**src/rtl/ptgb_pkg.sv**
```systemverilog
`timescale 1ns / 1ps

package ptgb_pkg;

  // Grid size defaults, cells per axis.
  localparam int GRID_WIDTH_DEF  = 128;
  localparam int GRID_HEIGHT_DEF = 128;

  localparam int CoordW  = 20;
  localparam int CellW   = 14;
  localparam int StatusW = 3;
  localparam int CfgDataW = 64;
  localparam int CfgAddrW = 6;

  typedef enum logic [StatusW-1:0] {
    ST_BINNED  = 3'd0,
    ST_INVALID = 3'd1,
    ST_NEAR    = 3'd2,
    ST_FAR     = 3'd3,
    ST_OUTSIDE = 3'd4
  } ptgb_status_t;

  typedef enum logic [2:0] {
    REG_ROT_X    = 3'd0,
    REG_ROT_Y    = 3'd1,
    REG_OFFSET_X = 3'd2,
    REG_OFFSET_Y = 3'd3,
    REG_CPM      = 3'd4,
    REG_NEAR     = 3'd5,
    REG_FAR      = 3'd6,
    REG_NONE     = 3'd7
  } ptgb_reg_t;

  typedef struct packed {
    logic [47:0]        rot_x;
    logic [47:0]        rot_y;
    logic signed [31:0] offset_x;
    logic signed [31:0] offset_y;
    logic [15:0]        cells_per_meter;
    logic [39:0]        near_clip_sq;
    logic [39:0]        far_clip_sq;
  } ptgb_cfg_t;

  localparam logic [47:0] ROT_X_RST = 48'h0000_4000_0000;
  localparam logic [47:0] ROT_Y_RST = 48'h0000_0000_4000;
  localparam logic [15:0] CPM_RST   = 16'd512;
  localparam logic [39:0] FAR_RST   = 40'hFF_FFFF_FFFF;

endpackage

```
**src/rtl/ptgb_regs.sv**
```systemverilog
`timescale 1ns / 1ps

module ptgb_regs import ptgb_pkg::*; (
  input  logic                clk,
  input  logic                rst_n,
  input  logic                cfg_psel,
  input  logic                cfg_penable,
  input  logic                cfg_pwrite,
  input  logic [CfgAddrW-1:0] cfg_paddr,
  input  logic [CfgDataW-1:0] cfg_pwdata,
  output logic [CfgDataW-1:0] cfg_prdata,
  output logic                cfg_pready,
  output ptgb_cfg_t           cfg
);

  ptgb_cfg_t cfg_r;
  ptgb_reg_t sel;
  logic      wr_en;

  assign cfg_pready = 1'b1;
  assign sel        = ptgb_reg_t'(cfg_paddr[5:3]);
  assign wr_en      = cfg_psel & cfg_penable & cfg_pwrite & cfg_pready;
  assign cfg        = cfg_r;

  always_ff @(posedge clk) begin
    if (!rst_n) begin
      cfg_r.rot_x           <= ROT_X_RST;
      cfg_r.rot_y           <= ROT_Y_RST;
      cfg_r.offset_x        <= '0;
      cfg_r.offset_y        <= '0;
      cfg_r.cells_per_meter <= CPM_RST;
      cfg_r.near_clip_sq    <= '0;
      cfg_r.far_clip_sq     <= FAR_RST;
    end else if (wr_en) begin
      case (sel)
        REG_ROT_X:    cfg_r.rot_x           <= cfg_pwdata[47:0];
        REG_ROT_Y:    cfg_r.rot_y           <= cfg_pwdata[47:0];
        REG_OFFSET_X: cfg_r.offset_x        <= $signed(cfg_pwdata[31:0]);
        REG_OFFSET_Y: cfg_r.offset_y        <= $signed(cfg_pwdata[31:0]);
        REG_CPM:      cfg_r.cells_per_meter <= cfg_pwdata[15:0];
        REG_NEAR:     cfg_r.near_clip_sq    <= cfg_pwdata[39:0];
        REG_FAR:      cfg_r.far_clip_sq     <= cfg_pwdata[39:0];
        default: begin
        end
      endcase
    end
  end

  always_comb begin
    cfg_prdata = '0;
    case (sel)
      REG_ROT_X:    cfg_prdata = {16'b0, cfg_r.rot_x};
      REG_ROT_Y:    cfg_prdata = {16'b0, cfg_r.rot_y};
      REG_OFFSET_X: cfg_prdata = {32'b0, cfg_r.offset_x};
      REG_OFFSET_Y: cfg_prdata = {32'b0, cfg_r.offset_y};
      REG_CPM:      cfg_prdata = {48'b0, cfg_r.cells_per_meter};
      REG_NEAR:     cfg_prdata = {24'b0, cfg_r.near_clip_sq};
      REG_FAR:      cfg_prdata = {24'b0, cfg_r.far_clip_sq};
      default:      cfg_prdata = '0;
    endcase
  end

endmodule

```
**config.mk**
```make
export PLATFORM = sky130hd
export DESIGN_NAME = ptgb_regs
export DESIGN_NICKNAME = d
export VERILOG_FILES = /design/src/rtl/ptgb_pkg.sv /design/src/rtl/ptgb_regs.sv
export SDC_FILE = /design/constraint.sdc
export NUM_CORES = 1
export LEC_CHECK = 0
export CAP_MARGIN = 0
export CELL_PAD_IN_SITES_DETAIL_PLACEMENT = 0
export CELL_PAD_IN_SITES_GLOBAL_PLACEMENT = 1
export CORE_MARGIN = 8
export CORE_UTILIZATION = 51
export DETAILED_ROUTE_END_ITERATION = 8
export DONT_BUFFER_PORTS = 1
export GPL_TIMING_DRIVEN = 0
export PLACE_DENSITY_LB_ADDON = 0.1
export SLEW_MARGIN = 25
export SYNTH_ARGS = -nofsm -noshare
export SYNTH_HDL_FRONTEND = slang
export SYNTH_SLANG_ARGS = --single-unit
```
**constraint.sdc**
```tcl
create_clock -name clk -period 2.75 [get_ports clk]
set_clock_uncertainty 0.2 [all_clocks]
set_input_delay 0.4125 -clock clk [delete_from_list [all_inputs] [get_ports clk]]
set_output_delay 0.4125 -clock clk [all_outputs]
set_load 0.005 [all_outputs]
```
==> results.yml, run 1 <==
outcome:
  status: "completed"
cts:
  htreeDepth: 1
  cts_tree: "yes"
  cts_buffers: 27
  ctsResizeCount: 0
  clkTransAtPathRegs_ps: 60
  clk_latency_ps: 520
  cts_num_sinks: 256
  cts_buffer_depth: 3
  clockRootBuffer: "clkbuf_16"
global_route:
  grt_max_degree: 13
  grt_pass1_vias: 9774
  use_met3_pct: 12.88
  grt_pass1_wl_um: 66350
  grt-ovfl-total: 0
  antenna_found_initial: 1
  grt_busiest_layer: "met2"
  grtUsageTotal_pct: 31.21
  met1_usage_pct: 36.13
  grt_util_met2_pct: 50.66
synthesis:
  seq_area_frac_synth_pct: 44.07
  netlist_area_mm2: 0.01163
  synth-seq-cells: 256
  synthCells: 1218
  avgSynthCellArea_um2: 9.548
  synth-edff-count: 0
  synth_ff_type: "dfxtp_1"
  yosysWarningCount: 0
  synthArstFlopShare_pct: 0
  synth_top_area_cell: "dfxtp_1"
  synth_cell_types: 35
  netlist.area_leader.share_pct: 44.07
  synth_most_common_cell: "nand2_1"
  synth_commonest_cells: "280 x nand2_1, 256 x dfxtp_1, 229 x mux2i_1, 60 x o211ai_1, 48 x mux2_2"
  synthTopCellsByArea: "dfxtp_1 44%, mux2i_1 20%, nand2_1 9.0%"
timing:
  rsz0062_at_grt: "false"
  finalSetupViolCount: 0
  period_share_pct: 98.34
  tightestPinTransition_ps: 936.4
  final_max_slew_viol_count: 0
  hold_ws_ps: 0.7284
  fmax_ghz: 0.3698
  hold_viol: 0
  relSlewSlack_pct: 37.58
  fin_setup_tns_ps: 0
  fin_crit_ps: 2704
  timing.final.ws_setup_ps: 45.66
route:
  vias: 9897
  drc: 0
  drt-initial-drc-count: 851
  routed_wl_um: 46060
  via_per_inst: 6.147
  routedWlPerCell_um: 28.61
  detail-route-antenna-nets: 0
  dr.pass1.iters: 5
worst_setup_path:
  path_max_fanout: 10
  worstPathRequired_ps: 2140
  worstPathArrival_ps: 2090
  crit_type: "in -> out"
  start_kind: "input pin"
  cp-end-kind: "primary output"
finish:
  n_fill_cell: 2091
  regArea_mm2: 0.005125
  largest_reg_flops: 256
  finalNetCount: 1385
  drive_gt1_share_pct: 12.39
  area_growth_pct: 14.86
  multiInputGateArea_mm2: 0.005612
flow_run:
  cap_viol_max_count: 0
power:
  power_density_mw_per_mm2: 597.6
  p_int_mw: 6.023
  power_switching_mw: 1.959
  ir_worst_vdd_v: 0.0004196
  p_sw_share_pct: 24.55
  power.share.sequential_pct: 47.4
  p_comb_share_pct: 8.2
  p_leak_nw: 4.796
  pwr-share-clk_pct: 44.4
floorplanning:
  die_w_um: 167.0
  core_region_area_mm2: 0.02250
  fp-row-count: 55
  die_y_um: 167.0
  start_util_pct: 51.68
  io_pins: 396
  dieArea_mm2: 0.02789
placement:
  io_buffer_count: 0
  hpwl_um: 32290
  globalplace.congestion: 0.8302
  dpl_worst_slack_ps: 124.6
worst_hold_path:
  hp-class: "in -> reg"
## cell families (layout without fill, tap and decap cells)
group	count (synthesis)	after routing	synth area share [%]
compound gates	209	209	12.28
buf+inv	163	254	8.166
other cells	2	18	0.06457
simple gates	311	311	11.07
flops	256	256	44.07
mux	277	277	24.36
## area by class of cell
class	instances	area share (%)
diodes	1	0.01873
plain buffers	121	5.929
clock buffers	38	5.667
clock inverters	5	0.5620
inverters	42	1.180
multi-input cells	814	42.01
flip-flops and latches	256	38.37
well taps	285	2.670
repair buffers	48	3.597
## per-layer routing
metal / wire length, um / share of wire, %
met5: 0 / 0
met4: 1594 / 3.5
met3: 5410 / 12
met2: 21130 / 46
met1: 17920 / 39
## layout by cell type, fill, tap and decap left out, drive strengths merged, types with 41 or more instances in the layout
master and count:
nand2 280, mux2i 229, o211ai 60, dlygate4sd3 48, a22oi 41, o21ai 44
dfxtp 256, buf 78, mux2 48, clkbuf 81, inv 42
## power groups by stage
stage               registers [mW]  logic [mW]  clock network, mW
floorplan                     3.84       0.369                  0
global placement              3.86       0.572                  0
detailed placement            3.86       0.574                  0
CTS                           3.78       0.642               3.58
global route                  3.78       0.689               3.72
finish                        3.78       0.657               3.55
## stage by stage
stage               utilization, %  std cells  area [um2]  total power [mW]
finish                       59.36       1610       13360             7.982
global route                 59.36       1610       13360             8.194
CTS                          59.35       1609       13360             7.997
detailed placement           53.52       1518       12040             4.436
global placement             53.52       1518       12040             4.433
floorplan                        -       1233       11690             4.213
## worst paths after layout
check | to | depth (start not counted) | slack (ps) | from
worst max-delay path | cfg_prdata[30] | 5 | 50 | cfg_paddr[4]
worst min-delay path | cfg[107] | 2 | 0.7 | cfg_pwdata[11]
worst max register to register | cfg[238] | 2 | 1780 | cfg[238]
worst min register to register | cfg[141] | 2 | 290 | cfg[141]
## worst max-delay path, stage by stage
cell,delay (ps)
buf_4,160
buf_4,240
nor2b_1,700
a221oi_1,210
a21oi_1,370
## repair_timing
item	in CTS	in global routing
setup endpoints to repair	0	0
hold buffers	48	0
hold endpoints to repair	227	0
buffers inserted	0	0
Note: power is estimated with default switching activity, not from simulation.
==> run 2: changes to the inputs <==
--- a/config.mk
+++ b/config.mk
@@ -6,10 +6,10 @@
 export NUM_CORES = 1
 export LEC_CHECK = 0
 export CAP_MARGIN = 0
-export CELL_PAD_IN_SITES_DETAIL_PLACEMENT = 0
-export CELL_PAD_IN_SITES_GLOBAL_PLACEMENT = 1
+export CELL_PAD_IN_SITES_DETAIL_PLACEMENT = 1
+export CELL_PAD_IN_SITES_GLOBAL_PLACEMENT = 2
 export CORE_MARGIN = 8
-export CORE_UTILIZATION = 51
+export CORE_UTILIZATION = 40
 export DETAILED_ROUTE_END_ITERATION = 8
 export DONT_BUFFER_PORTS = 1
 export GPL_TIMING_DRIVEN = 0
==> constraint.sdc (replaced) <==
create_clock -name clk -period 3.25 [get_ports clk]
set_clock_uncertainty 0.2 [all_clocks]
set_input_delay 0.4875 -clock clk [delete_from_list [all_inputs] [get_ports clk]]
set_output_delay 0.4875 -clock clk [all_outputs]
set_load 0.005 [all_outputs]
==> run 2 against run 1 <==
Effect of this change:
- core utilization fell by 12 points
- count of clock-buffer cells in the layout rose by 7
- routed wire length rose by 11%
- sequential share of layout area fell by 0.73 points
- sequential cell count did not move
- hold slack improved by 12 ps
- clock power fell by 7.0%
- global-route usage fell by 3.2 points
- via count barely moved
- critical path depth did not move
- combinational power fell by 13%
- die area rose by 25%
- critical path type unchanged
- critical endpoint unchanged
- largest power group is now clock
- highest routed layer unchanged
==> results.yml, run 2 (synthesized netlist as in run 1, its figures left out) <==
outcome:
  status: "completed"
finish:
  multiInputGateArea_mm2: 0.005612
  stdcell_count: 1723
  drive_gt1_share_pct: 13.32
  regArea_mm2: 0.005125
  layout_common_cells: "280 x nand2_1, 256 x dfxtp_1, 229 x mux2i_1"
  finalNetCount: 1388
  area_growth_pct: 17.10
  final_area_mm2: 0.01362
  largest_reg_flops: 256
  mostFrequentLayoutCell: "nand2_1"
  n_fill_cell: 3321
power:
  power_density_mw_per_mm2: 519.0
  p_sw_share_pct: 25.63
  ir_worst_vdd_v: 0.0003058
  pwr-share-clk_pct: 46.7
  p_int_mw: 5.257
  power.share.sequential_pct: 45.3
  p_comb_share_pct: 8.0
  power_switching_mw: 1.811
  p_leak_nw: 4.875
  power.total_mw: 7.068
floorplanning:
  fp-row-count: 62
  core_region_area_mm2: 0.02870
  io_pins: 396
  die_w_um: 186.5
  die_y_um: 186.5
  start_util_pct: 40.52
  dieArea_mm2: 0.03479
worst_setup_path:
  crit_type: "in -> out"
  path_max_fanout: 10
  r2r-end: "cfg[174]"
  start_kind: "input pin"
  worstPathArrival_ps: 2270
  worstPathRequired_ps: 2560
  r2r_cells: 2
  endpoint: "cfg_prdata[30]"
  critPathLaunch: "cfg_paddr[4]"
  ff2ff_setup_slack_ps: 2260
  cp-end-kind: "primary output"
  timing.rr.start: "cfg[174]"
cts:
  cts_tree: "yes"
  ctsResizeCount: 0
  postCtsHoldBufs: 48
  cts_buffers: 30
  clk_latency_ps: 560
  cts_num_sinks: 256
  cts_buffer_depth: 3
  htreeDepth: 1
  clkTransAtPathRegs_ps: 60
  clockRootBuffer: "clkbuf_16"
  post-cts-setup-buffers: 0
flow_run:
  cap_viol_max_count: 0
global_route:
  grt-ovfl-total: 0
  antenna_found_initial: 3
  grtUsageTotal_pct: 28.01
  use_met3_pct: 11.19
  met1_usage_pct: 32.89
  grt_pass1_wl_um: 73770
  grt_pass1_vias: 10490
  grt_max_degree: 15
  grt_busiest_layer: "met2"
  grt_util_met2_pct: 46.04
timing:
  period_share_pct: 90.95
  fin_crit_ps: 2956
  fin_setup_tns_ps: 0
  finalSetupViolCount: 0
  hold_viol: 0
  final_max_slew_viol_count: 0
  hold_ws_ps: 12.66
  fmax_ghz: 0.3383
  relSlewSlack_pct: 32.66
  rsz0062_at_grt: "false"
  tightestPinTransition_ps: 1010
route:
  drt-initial-drc-count: 573
  via_per_inst: 5.741
  routedWlPerCell_um: 29.79
  dr.pass1.iters: 5
  routed_wl_um: 51330
  drc: 0
  detail-route-antenna-nets: 0
  vias: 9892
worst_hold_path:
  hp-class: "in -> reg"
placement:
  io_buffer_count: 0
  place_inst: 1617
  globalplace.congestion: 0.7971
  placed_area_mm2: 0.01217
  hpwl_um: 36250
==> run 2: area by class of cell <==
cell class                 count  share of cell area [%]
clock buffer                  45                   6.670
tap                          384                   3.528
multi-input combinational    814                   41.21
antenna                        3                 0.05513
timing repair buffer          48                   3.528
clock inverter                10                  0.3951
buffer                       121                   5.825
inverter                      42                   1.158
sequential                   256                   37.63
==> run 2: power by group through the flow <==
| stage | sequential, mW | combinational [mW] | clock [mW] |
|---|---|---|---|
| detailed placement | 3.27 | 0.508 | 0 |
| floorplan | 3.25 | 0.312 | 0 |
| global placement | 3.27 | 0.503 | 0 |
| finish | 3.20 | 0.569 | 3.30 |
| global route | 3.20 | 0.602 | 3.47 |
| CTS | 3.20 | 0.565 | 3.34 |
==> run 2: how the worst min path moves through the flow <==
stage	startpoint	to	slack (ps)	cells after the start
floorplan	cfg[59]	cfg[59]	260	2
global placement	cfg[86]	cfg[86]	280	2
detailed placement	cfg[135]	cfg[135]	290	2
CTS	cfg_pwdata[31]	cfg[127]	2	2
global route	cfg_pwdata[26]	cfg[234]	20	2
finish	cfg_pwdata[24]	cfg[152]	10	2
==> run 2: critical path, cell delays in order <==
cell      delay, ps
buf_4           160
buf_4           240
nor2b_1         780
a221oi_1        210
a21oi_1         370
==> run 2: metal layers <==
layer	vias to the layer above	wire length [um]
li1	4427	-
met1	4970	20780
met2	410	23530
met3	85	5304
met4	0	1713
met5	-	0
==> run 2: per-stage QoR <==
stage / setup WS [ps] / utilization [%]
final: 294.0 / 47.45
after global routing: 301.0 / 47.45
after CTS: 375.1 / 47.42
after detailed placement: 373.6 / 42.39
after global placement: 376.3 / 42.39
after floorplan: 1139 / -
==> run 3: changes to the inputs <==
--- a/config.mk
+++ b/config.mk
@@ -5,13 +5,13 @@
 export SDC_FILE = /design/constraint.sdc
 export NUM_CORES = 1
 export LEC_CHECK = 0
+export BUFFER_PORTS_ARGS = -buffer_cell sky130_fd_sc_hd__buf_2
 export CAP_MARGIN = 0
 export CELL_PAD_IN_SITES_DETAIL_PLACEMENT = 1
 export CELL_PAD_IN_SITES_GLOBAL_PLACEMENT = 2
 export CORE_MARGIN = 8
-export CORE_UTILIZATION = 40
+export CORE_UTILIZATION = 27
 export DETAILED_ROUTE_END_ITERATION = 8
-export DONT_BUFFER_PORTS = 1
 export GPL_TIMING_DRIVEN = 0
 export PLACE_DENSITY_LB_ADDON = 0.1
 export SLEW_MARGIN = 25
==> constraint.sdc (replaced) <==
create_clock -name clk -period 2.6 [get_ports clk]
set_clock_uncertainty 0.2 [all_clocks]
set_input_delay 0.39 -clock clk [delete_from_list [all_inputs] [get_ports clk]]
set_output_delay 0.39 -clock clk [all_outputs]
set_load 0.005 [all_outputs]
==> run 3 against run 2 <==
Effect of this change:
- register-to-register slack lost 570 ps
- routed wire length grew 17%
- clock power grew 43%
- hold slack gained 110 ps
- sequential cell count is the same
- critical path type unchanged
- via count grew 12%
- first-iteration DRC count shrank 8.4%
- sequential share of layout area shrank 5.2 points
- sequential power grew 25%
- die area grew 44%
- critical endpoint is now cfg_prdata[19]
- non-clock buffer count grew 358
==> results.yml, run 3 (synthesized netlist as in run 1, its figures left out) <==
worst_setup_path:
  r2r-end: "cfg[89]"
  path_max_fanout: 10
  ff2ff_setup_slack_ps: 1690
  cp-end-kind: "primary output"
  start_kind: "input pin"
  worstPathArrival_ps: 1970
  timing.rr.start: "cfg[89]"
  crit_type: "in -> out"
  slowest_delay_ps: 360
  r2r_cells: 2
  worstPathRequired_ps: 2010
  cpMostUsedCell: "buf_2"
  path_cells: "buf_2 -> buf_4 -> buf_6 -> mux2_2 -> a22oi_1 -> o21ai_0 -> buf_2"
  cpMaxStageDelayCell: "mux2_2"
global_route:
  grtUsageTotal_pct: 22.87
  grt-ovfl-total: 0
  grt_pass1_vias: 11830
  grt_max_degree: 16
  grt_pass1_wl_um: 84460
  antenna_found_initial: 4
route:
  dr.pass1.iters: 5
  routedWlPerCell_um: 26.66
  detail-route-antenna-nets: 0
  vias: 11110
  drt-initial-drc-count: 525
  drc: 0
  routed_wl_um: 59820
  via_per_inst: 4.953
floorplanning:
  dieArea_mm2: 0.04997
  core_region_area_mm2: 0.04279
  die_y_um: 223.5
  die_w_um: 223.5
  io_pins: 396
  fp-row-count: 76
  start_util_pct: 27.18
timing:
  relSlewSlack_pct: 36.90
  fmax_ghz: 0.3904
  period_share_pct: 98.53
  tightestPinTransition_ps: 946.5
  hold_ws_ps: 118.2
  final_max_slew_viol_count: 0
  timing.final.ws_setup_ps: 38.22
  rsz0062_at_grt: "false"
  hold_viol: 0
  fin_crit_ps: 2562
  finalSetupViolCount: 0
cts:
  cts_buffers: 31
  cts_buffer_depth: 3
  post-cts-setup-buffers: 0
  htreeDepth: 1
  clkTransAtPathRegs_ps: 60
  clockRootBuffer: "clkbuf_16"
  clk_latency_ps: 560
  cts_num_sinks: 256
  cts_tree: "yes"
power:
  pwr-share-clk_pct: 49.3
  p_int_mw: 7.159
  power.total_mw: 9.578
  ir_worst_vdd_v: 0.0004976
  p_leak_nw: 6.724
  power_density_mw_per_mm2: 605.3
  p_sw_share_pct: 25.26
  power_switching_mw: 2.419
  power.share.sequential_pct: 41.6
  p_comb_share_pct: 9.1
finish:
  final_area_mm2: 0.01582
  largest_reg_flops: 256
  mostFrequentLayoutCell: "buf_2"
  drive_gt1_share_pct: 32.47
  regArea_mm2: 0.005125
  finalNetCount: 1747
  multiInputGateArea_mm2: 0.005623
  layout_common_cells: "371 x buf_2, 280 x nand2_1, 256 x dfxtp_1"
  area_growth_pct: 36.05
  n_fill_cell: 5037
placement:
  placed_area_mm2: 0.01416
  globalplace.congestion: 0.7934
  dpl_worst_slack_ps: -592.7
  io_buffer_count: 358
  hpwl_um: 43130
worst_hold_path:
  min_to: "cfg[89]"
  worstHoldStart: "cfg_paddr[4]"
  hp-class: "in -> reg"
  worst_hold_path.num_cells: 3
flow_run:
  cap_viol_max_count: 0
outcome:
  status: "completed"
## run 3: cell types whose count changed in the layout (fill, tap and decap cells not counted), moves of 3 or more
cell       before  now
bufinv_16       0    5
buf_2          21  371
buf_6          11   16
clkbuf_2        1    7
clkbuf_4        0    6
clkbuf_1       48   38
clkinv_2        9    6
## run 3: layout make-up
cell class	count	area share [%]
clock buffer	45	5.741
timing repair buffer	406	14.36
inverter	42	0.9964
sequential	256	32.39
tap	546	4.318
antenna	1	0.01582
multi-input combinational	814	35.54
buffer	121	5.401
clock inverter	13	1.241
## run 3: timing repair
item / 4_1_cts / 5_1_grt
resized for setup: 25 / 8
hold endpoints to repair: 106 / 0
endpoints found under the setup margin: 40 / 12
hold buffers: 48 / 0
## run 3: through the flow
stage	instances	TNS (ps)	utilization, %
finish	2244	0	36.98
global route	2244	0	36.98
CTS	2243	0	36.93
detailed placement	2137	-10360	33.09
global placement	2137	-10190	33.09
floorplan	1233	0	-
## run 3: worst max-delay path by stage
stage / from / end / slack [ps]
4_1_cts: cfg_paddr[3] / cfg_prdata[30] / 10
2_1_floorplan: cfg_paddr[4] / cfg_prdata[17] / 680
3_5_place_dp: cfg_paddr[4] / cfg_prdata[19] / -590
3_3_place_gp: cfg_paddr[4] / cfg_prdata[19] / -570
6_report: cfg_paddr[4] / cfg_prdata[19] / 40
5_1_grt: cfg_paddr[4] / cfg_prdata[2] / 7
## run 3: per-layer routing
layer	vias to the layer above	wire (um)	GRT usage (%)	part of all wire (%)
met3	83	3588	5.323	6.0
li1	5151	-	-	-
met4	4	1582	6.585	2.6
met2	337	28290	38.36	47
met5	-	24	0	0.040
met1	5539	26330	29.06	44
## run 3: critical path, delay by kind of cell
family	cells	cell delay (ps)
mux	1	360
compound gates	2	420
buf+inv	4	800
## run 3: power groups by stage
stage | clock, mW | sequential (mW) | combinational (mW)
after floorplan | 0 | 4.07 | 0.390
after global placement | 0 | 4.07 | 0.806
after detailed placement | 0 | 4.07 | 0.809
after CTS | 4.84 | 3.99 | 0.879
after global routing | 5.00 | 3.99 | 0.932
final | 4.72 | 3.99 | 0.874
